==> src/design/midpoint_circle_rasterizer_top_defines.svh <==
// Assertion macros shared by the circle rasterizer modules.
`ifndef MIDPOINT_CIRCLE_RASTERIZER_TOP_DEFINES_SVH
`define MIDPOINT_CIRCLE_RASTERIZER_TOP_DEFINES_SVH

`ifndef NO_ASSERTIONS
// Property checked every clock, off while reset is high.
`define MCR_ASSERT(lbl, prop, msg) \
  lbl: assert property (@(posedge clk) disable iff (rst) prop) else $error(msg);
// Condition in one cycle implies consequence in the next.
`define MCR_ASSERT_NEXT(lbl, ante, cons, msg) \
  lbl: assert property (@(posedge clk) disable iff (rst) (ante) |=> (cons)) else $error(msg);
`else
`define MCR_ASSERT(lbl, prop, msg)
`define MCR_ASSERT_NEXT(lbl, ante, cons, msg)
`endif

`endif

==> src/design/mcr_pkg.sv <==
// Shared types and constants of the circle rasterizer.
package mcr_pkg;

  localparam logic OP_START = 1'b0;
  localparam logic OP_STEP  = 1'b1;

  localparam int POINT_W     = 14;
  localparam int MAX_RESULTS = 8;
  localparam int K_W         = $clog2(MAX_RESULTS);
  localparam logic [K_W-1:0] K_LAST = K_W'(MAX_RESULTS - 1);

  localparam int Q_DEPTH = 2;

  typedef struct packed {
    logic pt_valid;  // job carries eight real points
    logic done;      // circle finished by this request
  } mcr_job_ctl_t;

  localparam int JOB_CTL_W = $bits(mcr_job_ctl_t);

endpackage

==> src/design/mcr_queue.sv <==
// Small register FIFO between the front and the back.
`include "midpoint_circle_rasterizer_top_defines.svh"
module mcr_queue #(
  parameter int WIDTH = 8,
  parameter int DEPTH = 2
) (
  input  logic             clk,
  input  logic             rst,
  input  logic             push,
  input  logic [WIDTH-1:0] din,
  output logic             full,
  input  logic             pop,
  output logic [WIDTH-1:0] dout,
  output logic             valid
);

  localparam int PW = (DEPTH > 1) ? $clog2(DEPTH) : 1;
  localparam int CW = $clog2(DEPTH + 1);

  logic [WIDTH-1:0] mem [DEPTH];
  logic [PW-1:0]    wr_ptr;
  logic [PW-1:0]    rd_ptr;
  logic [CW-1:0]    count;
  logic             do_push;
  logic             do_pop;

  assign full    = (count == CW'(DEPTH));
  assign valid   = (count != '0);
  assign do_push = push && !full;
  assign do_pop  = pop && valid;
  assign dout    = mem[rd_ptr];

  function automatic logic [PW-1:0] ptr_inc(input logic [PW-1:0] p);
    ptr_inc = (p == PW'(DEPTH - 1)) ? '0 : p + PW'(1);
  endfunction

  always_ff @(posedge clk) begin
    if (rst) begin
      wr_ptr <= '0;
      rd_ptr <= '0;
      count  <= '0;
    end else begin
      if (do_push) wr_ptr <= ptr_inc(wr_ptr);
      if (do_pop)  rd_ptr <= ptr_inc(rd_ptr);
      if (do_push && !do_pop)      count <= count + CW'(1);
      else if (do_pop && !do_push) count <= count - CW'(1);
    end
  end

  always_ff @(posedge clk) begin
    if (do_push) mem[wr_ptr] <= din;
  end

  `MCR_ASSERT(a_q_no_push_full, full |-> !push, "queue pushed while full")
  `MCR_ASSERT_NEXT(a_q_drain, do_pop && !do_push, count == $past(count) - CW'(1),
                   "queue count did not drop on pop")

endmodule

==> src/design/mcr_front.sv <==
// Front: takes requests, runs the midpoint recurrence, queues point jobs.
`include "midpoint_circle_rasterizer_top_defines.svh"
module mcr_front import mcr_pkg::*; #(
  parameter  int COORD_BITS = 12,
  localparam int XW = COORD_BITS + 2,
  localparam int DW = COORD_BITS + 4
) (
  input  logic                  clk,
  input  logic                  rst,
  input  logic                  req_valid,
  output logic                  req_stall,
  input  logic                  opcode,
  input  logic [COORD_BITS-1:0] center_x,
  input  logic [COORD_BITS-1:0] center_y,
  input  logic [COORD_BITS-1:0] radius,
  input  logic                  q_full,
  output logic                  push,
  output mcr_job_ctl_t          job_ctl,
  output logic [COORD_BITS-1:0] job_ox,
  output logic [COORD_BITS-1:0] job_oy,
  output logic signed [XW-1:0]  job_x,
  output logic signed [XW-1:0]  job_y
);

  logic signed [XW-1:0]  offset_x, offset_x_next;
  logic signed [XW-1:0]  offset_y, offset_y_next;
  logic signed [DW-1:0]  decision, decision_next;
  logic [COORD_BITS-1:0] origin_x, origin_x_next;
  logic [COORD_BITS-1:0] origin_y, origin_y_next;
  logic                  running, running_next;
  logic                  accept;

  logic signed [XW-1:0] x_inc;
  logic signed [XW-1:0] y_dec;
  logic signed [DW-1:0] rad_d;
  logic signed [DW-1:0] diff_d;

  assign req_stall = q_full;
  assign accept    = req_valid && !q_full;
  assign push      = accept;

  assign x_inc  = offset_x + XW'(1);
  assign y_dec  = offset_y - XW'(1);
  assign rad_d  = signed'(DW'(radius));
  assign diff_d = DW'(x_inc) - DW'(y_dec);

  always_comb begin
    offset_x_next = offset_x;
    offset_y_next = offset_y;
    decision_next = decision;
    origin_x_next = origin_x;
    origin_y_next = origin_y;
    running_next  = running;
    job_ctl       = '{pt_valid: 1'b1, done: 1'b0};
    if (opcode == OP_START) begin
      origin_x_next = center_x;
      origin_y_next = center_y;
      offset_x_next = '0;
      offset_y_next = signed'(XW'(radius));
      decision_next = DW'(1) - rad_d;
      running_next  = 1'b1;
    end else if (!running) begin
      job_ctl = '{pt_valid: 1'b0, done: 1'b1};
    end else begin
      offset_x_next = x_inc;
      if (decision < 0) begin
        decision_next = decision + (DW'(x_inc) <<< 1) + DW'(1);
      end else begin
        offset_y_next = y_dec;
        decision_next = decision + (diff_d <<< 1) + DW'(1);
      end
      running_next = !(offset_x_next > offset_y_next);
      job_ctl      = '{pt_valid: 1'b1, done: !running_next};
    end
  end

  assign job_ox = origin_x_next;
  assign job_oy = origin_y_next;
  assign job_x  = offset_x_next;
  assign job_y  = offset_y_next;

  always_ff @(posedge clk) begin
    if (rst) begin
      offset_x <= '0;
      offset_y <= '0;
      decision <= '0;
      origin_x <= '0;
      origin_y <= '0;
      running  <= 1'b0;
    end else if (accept) begin
      offset_x <= offset_x_next;
      offset_y <= offset_y_next;
      decision <= decision_next;
      origin_x <= origin_x_next;
      origin_y <= origin_y_next;
      running  <= running_next;
    end
  end

  `MCR_ASSERT(a_front_run_order, running |-> (offset_x <= offset_y),
              "active circle has x past y")

endmodule

==> src/design/mcr_back.sv <==
// Back: expands each queued job into its mirrored points, one per cycle unless the result side stalls.
`include "midpoint_circle_rasterizer_top_defines.svh"
module mcr_back import mcr_pkg::*; #(
  parameter  int COORD_BITS = 12,
  localparam int XW = COORD_BITS + 2
) (
  input  logic                      clk,
  input  logic                      rst,
  input  logic                      q_valid,
  output logic                      pop,
  input  mcr_job_ctl_t              job_ctl,
  input  logic [COORD_BITS-1:0]     job_ox,
  input  logic [COORD_BITS-1:0]     job_oy,
  input  logic signed [XW-1:0]      job_x,
  input  logic signed [XW-1:0]      job_y,
  output logic                      res_valid,
  input  logic                      res_stall,
  output logic signed [POINT_W-1:0] point_x,
  output logic signed [POINT_W-1:0] point_y,
  output logic                      point_valid,
  output logic                      group_last,
  output logic                      circle_done
);

  localparam int SW = (COORD_BITS + 3 > POINT_W) ? COORD_BITS + 3 : POINT_W;

  logic                  busy;
  logic [K_W-1:0]        k;
  mcr_job_ctl_t          cur_ctl;
  logic [COORD_BITS-1:0] cur_ox;
  logic [COORD_BITS-1:0] cur_oy;
  logic signed [XW-1:0]  cur_x;
  logic signed [XW-1:0]  cur_y;

  logic                 emit;
  logic                 last_k;
  logic signed [XW-1:0] a_off;
  logic signed [XW-1:0] b_off;
  logic signed [SW-1:0] ox_s;
  logic signed [SW-1:0] oy_s;
  logic signed [SW-1:0] px_s;
  logic signed [SW-1:0] py_s;

  assign last_k = !cur_ctl.pt_valid || (k == K_LAST);
  assign emit   = busy && (!res_valid || !res_stall);
  assign pop    = q_valid && (!busy || (emit && last_k));

  // k[2] swaps x and y, k[0] negates the x term, k[1] the y term
  assign a_off = k[2] ? cur_y : cur_x;
  assign b_off = k[2] ? cur_x : cur_y;
  assign ox_s  = signed'(SW'(cur_ox));
  assign oy_s  = signed'(SW'(cur_oy));
  assign px_s  = k[0] ? ox_s - SW'(a_off) : ox_s + SW'(a_off);
  assign py_s  = k[1] ? oy_s - SW'(b_off) : oy_s + SW'(b_off);

  always_ff @(posedge clk) begin
    if (rst) begin
      busy      <= 1'b0;
      k         <= '0;
      res_valid <= 1'b0;
    end else begin
      if (pop)                 busy <= 1'b1;
      else if (emit && last_k) busy <= 1'b0;
      if (emit) k <= last_k ? '0 : k + K_W'(1);
      res_valid <= emit || (res_valid && res_stall);
    end
  end

  always_ff @(posedge clk) begin
    if (pop) begin
      cur_ctl <= job_ctl;
      cur_ox  <= job_ox;
      cur_oy  <= job_oy;
      cur_x   <= job_x;
      cur_y   <= job_y;
    end
    if (emit) begin
      point_x     <= cur_ctl.pt_valid ? px_s[POINT_W-1:0] : '0;
      point_y     <= cur_ctl.pt_valid ? py_s[POINT_W-1:0] : '0;
      point_valid <= cur_ctl.pt_valid;
      group_last  <= last_k;
      circle_done <= cur_ctl.done;
    end
  end

  `MCR_ASSERT(a_back_invalid_single, (res_valid && !point_valid) |-> (group_last && circle_done),
              "invalid result not a single closing result")
  `MCR_ASSERT_NEXT(a_back_k_wrap, emit && last_k, k == '0, "point index did not wrap")

endmodule

==> src/design/midpoint_circle_rasterizer_top.sv <==
// Top level of the midpoint circle rasterizer.
//
// Request channel (req_valid / req_stall): opcode START latches center and
// radius and yields the eight mirrored points of (0, radius); opcode STEP
// advances the midpoint recurrence one column and yields eight points, or a
// single result with point_valid low when no circle is active.
// Result channel (res_valid / res_stall): one point per cycle while res_stall
// is low; group_last marks the final result of a request, circle_done the
// step where x > y and every idle STEP. The first result of a request
// passes the queue, the back end's job register and its result register.
// A START or STEP yields eight results and an idle STEP a single one.
// The front updates the recurrence in the acceptance cycle and pushes a job
// into a two-entry queue; req_stall is high only while that queue is full.
// A stalled result holds its output register; the back end then stops, the
// queue fills and the request side stalls.
// Reset (synchronous, active high) clears the recurrence, leaves no circle
// active and empties the queue and the result register.
module midpoint_circle_rasterizer_top import mcr_pkg::*; #(
  parameter int COORD_BITS = 12
) (
  input  logic                      clk,
  input  logic                      rst,
  input  logic                      req_valid,
  output logic                      req_stall,
  input  logic                      opcode,
  input  logic [COORD_BITS-1:0]     center_x,
  input  logic [COORD_BITS-1:0]     center_y,
  input  logic [COORD_BITS-1:0]     radius,
  output logic                      res_valid,
  input  logic                      res_stall,
  output logic signed [POINT_W-1:0] point_x,
  output logic signed [POINT_W-1:0] point_y,
  output logic                      point_valid,
  output logic                      group_last,
  output logic                      circle_done
);

  localparam int XW    = COORD_BITS + 2;
  localparam int JOB_W = JOB_CTL_W + 2 * COORD_BITS + 2 * XW;

  // front -> queue
  logic                  push;
  logic                  q_full;
  mcr_job_ctl_t          f_ctl;
  logic [COORD_BITS-1:0] f_ox;
  logic [COORD_BITS-1:0] f_oy;
  logic signed [XW-1:0]  f_x;
  logic signed [XW-1:0]  f_y;

  // queue -> back
  logic                  pop;
  logic                  q_valid;
  logic [JOB_W-1:0]      q_din;
  logic [JOB_W-1:0]      q_dout;
  mcr_job_ctl_t          b_ctl;
  logic [COORD_BITS-1:0] b_ox;
  logic [COORD_BITS-1:0] b_oy;
  logic signed [XW-1:0]  b_x;
  logic signed [XW-1:0]  b_y;

  mcr_front #(.COORD_BITS(COORD_BITS)) u_front (
    .clk      (clk),
    .rst      (rst),
    .req_valid(req_valid),
    .req_stall(req_stall),
    .opcode   (opcode),
    .center_x (center_x),
    .center_y (center_y),
    .radius   (radius),
    .q_full   (q_full),
    .push     (push),
    .job_ctl  (f_ctl),
    .job_ox   (f_ox),
    .job_oy   (f_oy),
    .job_x    (f_x),
    .job_y    (f_y)
  );

  assign q_din = {f_ctl, f_ox, f_oy, f_x, f_y};
  assign {b_ctl, b_ox, b_oy, b_x, b_y} = q_dout;

  mcr_queue #(.WIDTH(JOB_W), .DEPTH(Q_DEPTH)) u_queue (
    .clk  (clk),
    .rst  (rst),
    .push (push),
    .din  (q_din),
    .full (q_full),
    .pop  (pop),
    .dout (q_dout),
    .valid(q_valid)
  );

  mcr_back #(.COORD_BITS(COORD_BITS)) u_back (
    .clk        (clk),
    .rst        (rst),
    .q_valid    (q_valid),
    .pop        (pop),
    .job_ctl    (b_ctl),
    .job_ox     (b_ox),
    .job_oy     (b_oy),
    .job_x      (b_x),
    .job_y      (b_y),
    .res_valid  (res_valid),
    .res_stall  (res_stall),
    .point_x    (point_x),
    .point_y    (point_y),
    .point_valid(point_valid),
    .group_last (group_last),
    .circle_done(circle_done)
  );

endmodule
==> config.mk <==
export PLATFORM = sky130hd
export DESIGN_NAME = midpoint_circle_rasterizer_top
export DESIGN_NICKNAME = d
export VERILOG_FILES = /design/src/design/mcr_pkg.sv /design/src/design/mcr_queue.sv /design/src/design/mcr_front.sv /design/src/design/mcr_back.sv /design/src/design/midpoint_circle_rasterizer_top.sv
export VERILOG_INCLUDE_DIRS = /design/src /design/src/design
export SDC_FILE = /design/constraint.sdc
export NUM_CORES = 1
export LEC_CHECK = 0
export BUFFER_PORTS_ARGS = -buffer_cell sky130_fd_sc_hd__buf_2
export CAP_MARGIN = 20
export CORE_MARGIN = 2
export CORE_UTILIZATION = 45
export CTS_BUF_LIST = sky130_fd_sc_hd__clkbuf_16
export CTS_CLUSTER_SIZE = 30
export DETAILED_ROUTE_END_ITERATION = 10
export PLACE_DENSITY_LB_ADDON = 0.3
export RECOVER_POWER = 25
export SYNTH_ARGS = -nofsm -noshare
export SYNTH_HDL_FRONTEND = slang
export SYNTH_SLANG_ARGS = --single-unit
==> constraint.sdc <==
create_clock -name clk -period 11.9 [get_ports clk]
set_input_delay 0.595 -clock clk [delete_from_list [all_inputs] [get_ports clk]]
set_output_delay 0.595 -clock clk [all_outputs]
set_load 0.01 [all_outputs]
Word-level counts from Yosys, hierarchy flattened. Memory sizes are Yosys's and may differ from the RTL's. A register that Yosys moved wholly into a read port is not among the register bits. Index checks and enable logic that the tools add are counted.

Bits in registers: 109. Latch bits: 0. Memory bits (writable): 108. Bits in read-only memories: 0. Input port bits: 41. Output and inout bits: 33. Memories: 1.

Add/sub/neg operators: 17. Multipliers: 0. Div/mod/pow operators: 0. $lt $le $gt $ge: 2. Equality and inequality tests: 3. Shift-type cells: 0. Mux-type cells: 29. Bitwise operators: 0. Reductions and logical operators: 25.

Memory list: u_queue.mem (depth 2, width 54, read ports 1, clocked after memory_dff 1, write ports 1, line mcr_queue.sv:20) `logic [WIDTH-1:0] mem [DEPTH];`.

Operators with widths (count): 14-bit 2-to-1 mux (11); 16-bit 2-to-1 mux (3); 16-bit by 2-bit adder with 16-bit output, second input constant (2); 13-bit by 14-bit adder with 14-bit output (2); 13-bit by 14-bit subtractor with 14-bit output (2); 12-bit 2-to-1 mux (2); 16-bit by 15-bit adder with 16-bit output (1); 16-bit adder (1); 16-bit by 1-bit < comparator with 1-bit output, second input constant (1); 14-bit by 14-bit subtractor with 15-bit output (1); 14-bit by 2-bit adder with 14-bit output, second input constant (1); 14-bit greater-than comparator (1); 14-bit by 2-bit subtractor with 14-bit output, second input constant (1); 1-bit by 12-bit subtractor with 13-bit output, first input constant (1); 1-bit logical AND (9); 1-bit logical NOT (8); 1-bit 2-to-1 mux (8); 2-bit 2-to-1 mux (4); 2-bit nonzero test (3); 1-bit logical OR (4); 3-bit by 1-bit adder with 3-bit output, second input constant (1); 3-bit equality test, second input constant (1); 3-bit 2-to-1 mux (1); 1-bit adder, second input constant (2); other kinds (5) (5).

Depth between registers and ports, before layout. Gate-level depths: netlist of run 1.

Depth in word-level cells: 10. Mapped depth: 20.

Cells and area by module. A second synthesis of run 1 with hierarchy kept.

Cell total of the unflattened synthesis: 1535. Area total of the unflattened synthesis: 15747.6 um2.

By module, submodules not included: mcr_front (times used 1, cells an instance 910, area an instance 6560.0 um2, sequential area each 1381.3 um2); mcr_back (times used 1, cells an instance 432, area an instance 5086.1 um2, sequential area each 2652.5 um2); mcr_queue (times used 1, cells an instance 193, area an instance 4101.4 um2, sequential area each 3343.2 um2).

Least setup slack after synthesis of run 1. Ideal clock, no wire load.

Path kind: register to register. Start point: reg u_front.offset_x[0]. End point: reg u_front.decision[14]. Library setup time: 0.124 ns. Data arrival time: 4.156 ns. Required time: 11.776 ns. Setup slack: 7.620 ns. Stages on the path, launching flop included: 20. Buffers on the path: 0. Clock period less this slack: 4.280 ns. Cell sequence: dfxtp_1 -> ha_1 -> nand3_1 -> nor2_1 -> xor2_1 -> ha_1 -> or2_2 -> a21oi_1 -> a31oi_1 -> a21o_1 -> a21oi_1 -> xnor2_1 -> ha_1 -> a21o_1 -> a31o_2 -> nand2b_1 -> o2111a_1 -> or3_1 -> a31oi_1 -> o22ai_1.

Word-level cells in the longest chain between the ends: 7. Elaborated cells on any way between the ends: 9. Those cells by class: 6 x add/sub; 3 x mux.

RTL lines: start: declaration (line mcr_front.sv:25) `logic signed [XW-1:0] offset_x, offset_x_next;`; start signal: assignment (line mcr_front.sv:91) `offset_x <= offset_x_next;`; 14-bit by 2-bit adder with 14-bit output (*) (line mcr_front.sv:42) `assign x_inc = offset_x + XW'(1);`; 14-bit by 14-bit subtractor with 15-bit output (line mcr_front.sv:45) `assign diff_d = DW'(x_inc) - DW'(y_dec);`; 16-bit adder (line mcr_front.sv:70) `decision_next = decision + (diff_d <<< 1) + DW'(1);`; 16-bit by 2-bit adder with 16-bit output (line mcr_front.sv:70); 16-bit 2-to-1 mux (*) (line mcr_front.sv:66) `if (decision < 0) begin`; 16-bit 2-to-1 mux (*) (line mcr_front.sv:62) `end else if (!running) begin`; 16-bit 2-to-1 mux (*) (line mcr_front.sv:55) `if (opcode == OP_START) begin`; end signal: assignment (line mcr_front.sv:93) `decision <= decision_next;`; end: declaration (line mcr_front.sv:27) `logic signed [DW-1:0] decision, decision_next;`.

Mark *: on every way between the ends. The rest lies on a longest branch, timed or not. The select of a mux whose other input is x is not followed. A chain may end at the register's enable or synchronous reset.

Worst setup path in the final report of run 1.
Start point: in opcode. End point: reg u_front.decision[15].

Word-level cells in the longest chain between the ends: 2. Elaborated cells on any way between the ends: 3. Those cells by class: 1 x eq/ne; 1 x mux; 1 x reduce/logical.

RTL lines: start: declaration (line midpoint_circle_rasterizer_top.sv:25) `input logic opcode,`; 2-bit by 1-bit != test with 1-bit output (no line); 2-bit AND reduction (no line).

Several ways; a longest one is shown, not always the timed one.

==> results of run 1 <==
[cell usage after synthesis, types with 4 or more instances]
cell type  instances
a21o_1            26
nor2b_1           16
buf_1              7
a21boi_0           4
clkbuf_1          55
nand2_1          174
a211o_1            5
or2_2              9
ha_1              91
o21bai_1           4
o211ai_1          10
o31ai_1            4
o211a_1            4
edfxtp_1         193
a21oi_1          137
nor3_1            43
o21a_1            11
nor4_1             6
and2_1            24
mux2_2            80
a211oi_1          15
buf_2              8
fa_1               5
dfxtp_1           78
inv_1             39
xor2_1            54
nor3b_1            8
o21ai_0           61
and3_1            14
nand2b_1          11
nand4_1            7
a31oi_1           10
or3_1              6
nor2_1           131
xnor2_1           80
nand3b_1           4
nand3_1           25
mux2i_1           32
[registers in the layout (all words and copies together), names as in the netlist, 2 cells and up]
| name | count |
|---|---|
| u_back.point_x | 14 |
| u_back.cur_x | 14 |
| u_back.cur_ox | 12 |
| u_back.cur_y | 14 |
| u_queue.mem | 108 |
| u_front.offset_y | 14 |
| u_front.origin_x | 12 |
| u_front.decision | 16 |
| u_front.origin_y | 12 |
| u_back.k | 3 |
| u_back.cur_oy | 12 |
| u_queue.count | 2 |
| u_front.offset_x | 14 |
| u_back.cur_ctl | 2 |
| u_back.point_y | 14 |
[logic make-up (layout without fill, tap and decap cells)]
group,after synthesis,after routing
simple gates,495,495
xor+xnor,134,134
mux,112,112
compound gates,325,325
buf+inv,113,183
fa+ha+maj,96,96
flops,271,271
[final cells by class]
cell class	count	share of cell area, %
tap	455	3.26
clock inverter	26	1.23
multi-input combinational	1162	45.8
timing repair buffer	87	2.42
sequential	271	42.1
clock buffer	30	4.30
inverter	40	0.860
[per-layer routing]
| layer | track usage (%) | vias up |
|---|---|---|
| met3 | 2.33 | 44 |
| met4 | 4.41 | 0 |
| met2 | 31.9 | 294 |
| li1 | - | 5679 |
| met5 | 0 | - |
| met1 | 30.1 | 5485 |
[final timing paths]
kind	from	end	slack [ps]	cells after the start
max	opcode	u_front.decision[15]$_SDFFE_PP0P_	6500	6
min	res_stall	u_back.res_valid$_SDFF_PP0_	280	3
max reg2reg	u_front.offset_x[0]$_SDFFE_PP0P_	u_front.decision[14]$_SDFFE_PP0P_	7010	19
min reg2reg	u_back.cur_ctl[0]$_DFFE_PP_	u_back.circle_done$_DFFE_PP_	440	0
[power groups by stage]
| stage | registers (W) | clock network [W] | logic [W] |
|---|---|---|---|
| 6_report | 0.00153 | 0.000896 | 0.00182 |
| 5_1_grt | 0.00155 | 0.000951 | 0.00204 |
| 4_1_cts | 0.00152 | 0.000910 | 0.00185 |
| 3_5_place_dp | 0.00154 | 0 | 0.00183 |
| 3_3_place_gp | 0.00153 | 0 | 0.00180 |
| 2_1_floorplan | 0.00149 | 0 | 0.00138 |
[tightest hold or removal path: stages]
cell and delay (ps):
buf_2 100, a21oi_1 60, nor2_1 80
[through the flow]
| stage | utilization [%] | setup WS [ps] | cell area (sq um) |
|---|---|---|---|
| final | 50.6 | 6500 | 17500 |
| after global routing | 50.6 | 6220 | 17500 |
| after CTS | 50.8 | 7060 | 17500 |
| after detailed placement | 48.0 | 7100 | 16600 |
| after global placement | 47.9 | 7150 | 16500 |
| after floorplan | - | 7620 | 15800 |
==> metrics.txt, run 1 <==
Final setup viols=0; Main synth FF type=edfxtp_1; Nets=1729; Max rail drop VDD=150 uV; Worst-Skew Late Latency=590 ps; WL per Instance=17.8 microns; Final Hold Viols=0; row count=68; post-synthesis xor/xnor area fraction=between 7 and 8%; Critical Path AT=roughly 5700 ps; die area=36600 sq um; hold_buf cts=0; largest family of logic cells by synthesized area=simple AND/OR/NAND/NOR gates; FFs w/ async S/R, synth=0%; category of the most critical setup path=primary input to register; share of Yosys cell area claimed by the top area cell type=36.7%; met2 WL=approximately 16000 microns; Initial Utilization=45.7%; WL final=36900 microns; initial antenna violation count=0; Adder-Cell Fraction of Synth Area=under 10%; Fmax=~190 MHz; Synth Register Bits=271; Crit Path Max Fanout=72; Synth Area in Compound Gates=12.7%; hpwl dp=26100 microns; Crit path largest cell delay=around 2400 ps; combinational fraction of design power=about 43%; fraction of layout cells with a size suffix above 1=between 10% and 20%; largest net degree at the start of global routing=73; most frequent cells in the layout=193 x edfxtp_1, 173 x nand2_1, 137 x a21oi_1; Clock H-tree levels=1; Ys Warns=0; met3 WL post-DR=1890 microns; register area=7360 sq um; drt first-iter violations=~760; status=finished with violations; Tightest Pin Transition=3560 ps; Final Total Pwr=0.00425 W; post-route ant nets=0; Power Density=about 240 nW/um^2; CTS tree=yes; Detailed Routing Iterations Pass 1=5; Post-synth EDFFs=between 150 and 200; failing checks=capacitance limit, slew limit; leakage=6.63 nW; clk_skew=38.6 ps; top sig layer=met4; CORE AREA=34500 sq um; Crit path buffers/inverters=2; WL met1=roughly 18000 microns; Hold/Removal Path Class=primary input to register; synthesized netlist cell count=between 1500 and 2000; Most common cell on crit path=clkbuf_1; Clock Power Share=21.1%; num ports=74; Hold WS=281 ps; vias in the first global route=10900; Vias=11500; Longest Clk Path Bufs=3; clock-pin slew on the worst setup and hold paths=60 ps; GPL Wtd Cong=between 0.8 and 0.9; CP startpoint kind=primary input; CP max stage cell=clkbuf_1; largest area contributor in the netlist=edfxtp_1; Switching Share=around two fifths; Synth Area in Simple Gates=14.9%; Psw=0.00163 W; Yosys cell types=a little over 70; # clock sinks=271; CTS Buf Count=30; sequential share of the synthesized area=roughly 47%; sum of negative setup slack=0 ps; P_int=approximately 0.0026 W; total gr overflow=0; Slew Limit Fails=143; fill count=3115; CTS root buffer=clkbuf_16; number of diodes=0; vias per cell=between 5 and 6; Final min period=5400 ps; maxcap violations=2; Die Span X=191 microns; top post-synthesis cells by area=edfxtp_1 37%, dfxtp_1 9.9%, ha_1 7.2%; first-pass GRT wire length=59000 microns; Post-CTS Resized=0; post-synthesis mux area share=7.73%; Synth Cell Area=between 15000 and 20000 sq um; syn_nets=1683; GRT Overall Usage=20.3%; Area Growth Syn to Fin=10.6%; Worst Path Required=12200 ps; DRC violations left=0; Vert. Die Dim=191 microns; crit-path leading delay family=buffers and inverters; Multi-input gate area=8000 sq um; crit path capture type=register; Slew HR=-137%; leading cell type in the layout, fill and taps excluded=edfxtp_1; Port Buffer Count=73; Setup Buffers After CTS=0; non-filler cells, final=2071; fin crit share=45.4%; Sequential Power Share=36.0%; # placed instances=2015; unrepaired setup endpoints after global routing=false; Avg Inst Size Synth=10.2 sq um; critical path cell sequence=clkbuf_1, clkbuf_1, o21ai_0, o21a_1, a31oi_1, o22ai_1
No activity file was read; power rests on OpenSTA's default activity.
==> inputs of run 2 (changes only) <==
==> constraint.sdc (replaced) <==
create_clock -name clk -period 4.9 [get_ports clk]
set_input_delay 0.245 -clock clk [delete_from_list [all_inputs] [get_ports clk]]
set_output_delay 0.245 -clock clk [all_outputs]
set_load 0.01 [all_outputs]
==> run 2 against run 1 <==
  * The flow still finishes with violations (capacitance limit, slew limit)
  * Die area did not move
  * Cell count rose by 0.29%
  * Register-to-register slack got worse by 6700 ps
  * Global-route usage rose by 0.087 points
  * Hold slack worse by 250 ps
  * Non-clock buffer count rose by 10
  * Sequential cell count did not move
  * Via count barely moved
  * Clock skew is 17 ps lower
  * First-iteration DRC count up 15%
  * Sequential power rose by 140%
==> metrics.txt, run 2 (synthesis results as in run 1) <==
status=finished with violations; failing checks=capacitance limit, slew limit; Longest Clk Path Bufs=3 (unchanged); DRC violations left=0 (unchanged); first-pass GRT wire length=59200 microns (+0.34%); Clock H-tree levels=1 (unchanged); crit path capture type=register; sum of negative setup slack=0 ps (unchanged); drt first-iter violations=867 (+15%); category of the most critical setup path=register to register; leading cell type in the layout, fill and taps excluded=edfxtp_1; Power Density=584 nW/um^2 (+140%); vias per cell=5.54 (-0.26%); Switching Share=38.5% (+0.16 points); Vert. Die Dim=191 microns (unchanged); most frequent cells in the layout=193 x edfxtp_1, 173 x nand2_1, 136 x a21oi_1; largest registers=u_queue.mem (108), u_front.decision (16); Worst Path Required=5320 ps (-6880 ps); fraction of layout cells with a size suffix above 1=12.1% (+0.88 points); GRT Overall Usage=20.4% (+0.087 points); largest net degree at the start of global routing=72 (-1.4%); CP startpoint kind=register; Crit Path Max Fanout=6 (-92%); Port Buffer Count=73 (unchanged); P_int=0.00628 W (+140%); Area Growth Syn to Fin=10.8%; num ports=74 (unchanged); # clock sinks=271 (unchanged); unrepaired setup endpoints after global routing=false; maxcap violations=1 (-1); Final Total Pwr=0.0102 W (+140%); CTS root buffer=clkbuf_16; hpwl dp=26800 microns (+2.8%); fin crit share=92.8%; initial antenna violation count=0 (unchanged); Critical Path AT=4960 ps (-750 ps); Largest Register=u_queue.mem; Final min period=4550 ps; Initial Utilization=45.7% (unchanged); Largest register FFs=108 (unchanged); CORE AREA=34500 sq um (unchanged); leakage=6.64 nW (+0.17%); Detailed Routing Iterations Pass 1=5 (unchanged); WL per Instance=17.9 microns (+0.15%); Final Hold Viols=0 (unchanged); Worst-Skew Late Latency=550 ps (-40 ps); number of diodes=0 (unchanged); Sequential Power Share=36.6% (+0.6 points); row count=68 (unchanged); Final setup viols=0 (unchanged); clk_skew=21.9 ps (-16.7 ps); Die Span X=191 microns (unchanged); vias in the first global route=10800 (-1.0%); Fmax=between 200 and 250 MHz; Psw=0.00394 W (+140%); Nets=1737 (+0.46%); Max rail drop VDD=540 uV (+260%); GPL Wtd Cong=0.860 (+2.1%); CTS tree=yes; CTS Buf Count=28 (-6.7%); die area=36600 sq um (unchanged); post-route ant nets=0 (unchanged); Vias=11500 (+0.026%); clock-pin slew on the worst setup and hold paths=70 ps (about the same); Slew Limit Fails=69 (-52%); Tightest Pin Transition=3600 ps (+34.4 ps); Clock Power Share=20.1% (-1.0 points); Hold WS=30.5 ps (-251 ps); total gr overflow=0 (unchanged); combinational fraction of design power=43.3% (+0.4 points); WL final=37100 microns (+0.44%); Hold/Removal Path Class=primary input to register; Slew HR=-140% (-2.3 points)
-- run 2: area by class of cell --
cell class              instances  area (sq um)
clock buffers                  28           701
repair buffers                 97           502
well taps                     455           569
flip-flops and latches        271          7360
inverters                      40           150
multi-input cells            1162          8030
clock inverters                24           185
fillers                      3177         17000
-- run 2: per-layer routing --
layer / GRT usage, % / routed length (microns) / part of all wire (%)
met1: 31.0 / 18500 / 50
met2: 31.5 / 16400 / 44
met3: 1.91 / 1620 / 4.4
met4: 4.35 / 623 / 1.7
met5: 0 / 0 / 0
-- run 2: final timing paths --
check / from / endpoint / slack [ps] / cells past startpoint
max: u_front.offset_y[0]$_SDFFE_PP0P_ / u_front.decision[14]$_SDFFE_PP0P_ / 350 / 20
min: center_x[11] / u_queue.mem[0][51]$_DFFE_PP_ / 30 / 2
max reg2reg: u_front.offset_y[0]$_SDFFE_PP0P_ / u_front.decision[14]$_SDFFE_PP0P_ / 350 / 20
min reg2reg: u_back.cur_ctl[0]$_DFFE_PP_ / u_back.circle_done$_DFFE_PP_ / 450 / 0
-- run 2: worst max-delay path, stage by stage (launching register included) --
cell and delay [ps]:
dfxtp_1 360, inv_1 110, ha_1 220, nor3b_4 220, nand2_1 130, xor2_1 160, ha_1 340, or2_2 300
a21oi_1 180, a31oi_2 90, a21o_1 220, a21oi_1 180, xnor2_1 170, ha_1 310, a21o_1 190, a31o_2 220
nand2b_1 150, o2111a_1 250, or3_1 340, a31oi_1 170, o22ai_1 100
-- run 2: what timing repair did --
item / in CTS / in global routing
setup endpoints to repair: 0 / 1
hold buffers: 2 / 0
gates resized for setup: 0 / 8
endpoints found under the hold margin: 2 / 0
buffers inserted: 0 / 0
-- run 2: stage by stage --
stage,util [%],setup slack (ps),std cells,cell area (sq um)
2_1_floorplan,-,620,1546,15800
3_3_place_gp,48.1,349,2022,16600
3_5_place_dp,48.1,292,2023,16600
4_1_cts,50.8,256,2077,17500
5_1_grt,50.7,14.9,2077,17500
6_report,50.7,352,2077,17500
-- run 2: power by group through the flow --
stage	registers [W]	clock network, W	logic [W]
floorplan	0.00362	0	0.00335
global placement	0.00376	0	0.00436
detailed placement	0.00377	0	0.00443
CTS	0.00373	0.00210	0.00447
global route	0.00380	0.00219	0.00496
finish	0.00374	0.00205	0.00442
==> inputs of run 3 (changes only) <==
--- a/config.mk
+++ b/config.mk
@@ -8,12 +8,13 @@
 export LEC_CHECK = 0
 export BUFFER_PORTS_ARGS = -buffer_cell sky130_fd_sc_hd__buf_2
 export CAP_MARGIN = 20
+export CORE_ASPECT_RATIO = 0.5
 export CORE_MARGIN = 2
 export CORE_UTILIZATION = 45
 export CTS_BUF_LIST = sky130_fd_sc_hd__clkbuf_16
 export CTS_CLUSTER_SIZE = 30
 export DETAILED_ROUTE_END_ITERATION = 10
-export PLACE_DENSITY_LB_ADDON = 0.3
+export PLACE_DENSITY = 0.73
 export RECOVER_POWER = 25
 export SYNTH_ARGS = -nofsm -noshare
 export SYNTH_HDL_FRONTEND = slang
==> run 3 against run 2 <==
  * The flow still finishes with violations (capacitance limit, slew limit)
  * Total power shrank 2.0%
  * Sequential power shrank 2%
  * Sequential share of layout area grew 0.26 points
  * Die area grew 0.25%
  * First-iteration DRC count shrank 25%
  * Critical path type unchanged
  * Critical endpoint unchanged
==> metrics.txt, run 3 (synthesis results as in run 1) <==
status=finished with violations; failing checks=capacitance limit, slew limit; post-route ant nets=0 (unchanged); largest registers=u_queue.mem (108), u_front.decision (16); fraction of layout cells with a size suffix above 1=11.0% (-1.1 points); Max rail drop VDD=295 uV (-45%); clk_skew=12.1 ps (-9.82 ps); Final min period=4590 ps (+43.9 ps); sum of negative setup slack=0 ps (unchanged); fill count=3070 (-3.4%); Hold WS=20.0 ps (-10.4 ps); Fmax=218 MHz (-0.96%); CP startpoint kind=register; WL per Instance=17.0 microns (-5.1%); Post-CTS Resized=0 (unchanged); largest net degree at the start of global routing=71 (-1.4%); num ports=74 (unchanged); Die Span X=269 microns (+41%); hpwl dp=25000 microns (-7.0%); WL final=35400 microns (-4.5%); leading cell type in the layout, fill and taps excluded=edfxtp_1; Detailed Routing Iterations Pass 1=5 (unchanged); hold path cells=4 (+2); total gr overflow=0 (unchanged); first-pass GRT wire length=57700 microns (-2.5%); RR Endpoint=u_front.decision[14]$_SDFFE_PP0P_; Clock H-tree levels=1 (unchanged); CTS tree=yes; maxcap violations=3 (+2); critical hold path startpoint=radius[0]; Hold EP=u_front.decision[0]$_SDFFE_PP0P_; clock-pin slew on the worst setup and hold paths=70 ps (about the same); vias per cell=5.49 (-0.98%); Hold/Removal Path Class=primary input to register; Area Growth Syn to Fin=10.1%; r2r startpoint=u_front.offset_y[0]$_SDFFE_PP0P_; reg2reg setup slack=310 ps (-40 ps); Longest Clk Path Bufs=3 (unchanged); die area=36700 sq um (+0.25%); crit path capture type=register; Initial Utilization=45.7% (about the same); CTS root buffer=clkbuf_16; Largest register FFs=108 (unchanged); Largest Register=u_queue.mem; Worst Path Required=5330 ps (about the same); Slew HR=-135% (+5.2 points); fin crit share=93.7% (+0.90 points); # clock sinks=271 (unchanged); unrepaired setup endpoints after global routing=false; leakage=6.58 nW (-0.93%); worst setup path start=u_front.offset_y[0]$_SDFFE_PP0P_; Final Hold Viols=0 (unchanged); category of the most critical setup path=register to register; Power Density=576 nW/um^2 (-1.4%); Vias=11500 (-0.36%); GPL Wtd Cong=0.869 (+0.96%); initial antenna violation count=2 (+2); Vert. Die Dim=136 microns (-29%); number of diodes=0 (unchanged); Worst-Skew Late Latency=550 ps (about the same); Final Total Pwr=0.0100 W (-2.0%); CTS Buf Count=26 (-7.1%); vias in the first global route=11100 (+2.8%); Tightest Pin Transition=3520 ps (-78.4 ps); Crit Path Max Fanout=6 (unchanged); reg2reg path depth=20 (unchanged); GRT Overall Usage=19.6% (-0.79 points); Port Buffer Count=73 (unchanged); drt first-iter violations=646 (-25%); most frequent cells in the layout=193 x edfxtp_1, 173 x nand2_1, 137 x a21oi_1; Final setup viols=0 (unchanged); Nets=1732 (-0.29%); CORE AREA=34500 sq um (about the same); DRC violations left=0 (unchanged); row count=48 (-29%); Critical Path AT=5020 ps (+60 ps); Slew Limit Fails=156 (+130%)
run 3: changes by cell type in the layout (fill, tap and decap cells not counted), sizes merged:
cell | before | now
clkinv | 16 | 8
inv | 45 | 50
buf | 60 | 57
bufinv | 2 | 0
clkinvlp | 1 | 3
dlygate4sd3 | 2 | 1
run 3: layout make-up:
class | instances | area (sq um) | share of cell area [%]
sequential | 271 | 7360 | 42.3
tap | 475 | 594 | 3.42
inverter | 40 | 150 | 0.863
timing repair buffer | 94 | 473 | 2.72
clock inverter | 21 | 141 | 0.813
clock buffer | 27 | 676 | 3.89
multi-input combinational | 1162 | 8000 | 46.0
run 3: how the worst max path moves through the flow:
stage,end,slack (ps),cells past startpoint
global route,u_front.decision[14]$_SDFFE_PP0P_,40,19
global placement,u_front.decision[14]$_SDFFE_PP0P_,410,20
floorplan,u_front.decision[14]$_SDFFE_PP0P_,620,19
detailed placement,u_front.decision[14]$_SDFFE_PP0P_,300,20
CTS,u_front.decision[14]$_SDFFE_PP0P_,270,20
finish,u_front.decision[14]$_SDFFE_PP0P_,310,20
run 3: where the power goes:
group,internal [W],total [W],switching (W)
clock,0.00102,0.00195,0.000925
sequential,0.00330,0.00366,0.000354
combinational,0.00182,0.00441,0.00259
total,0.00614,0.0100,0.00387
run 3: stage by stage:
step	cell area, sq um	cells	utilization [%]	worst slack (ps)
after detailed placement	16600	2039	48.1	295
after global routing	17400	2090	50.4	39.0
final	17400	2090	50.4	308
after CTS	17400	2088	50.5	271
after global placement	16600	2039	48.1	408
after floorplan	15800	1546	-	620
run 3: per-layer routing:
metal | up-vias | part of all wire, % | global-route usage, %
met5 | - | 0.076 | 0
met3 | 63 | 4.9 | 2.37
met2 | 269 | 45 | 32.0
li1 | 5683 | - | -
met4 | 4 | 2.7 | 5.56
met1 | 5445 | 47 | 27.5
run 3: critical path, stage by stage (launching register included):
cell and delay, ps:
dfxtp_1 360, inv_1 110, ha_1 240, nor3b_4 280, nand2_1 150, xor2_1 170
ha_1 340, or2_2 310, a21oi_1 150, a31oi_1 100, a21o_1 210, a21oi_1 160
xnor2_1 140, ha_1 310, a21o_1 190, a31o_2 220, nand2b_1 150, o2111a_1 250
or3_1 340, a31oi_1 170, o22ai_1 100
run 3: what timing repair did:
item	in CTS	in global routing
endpoints found under the setup margin	0	1
setup buffers	0	2
hold endpoints to repair	1	0
hold buffers	1	0
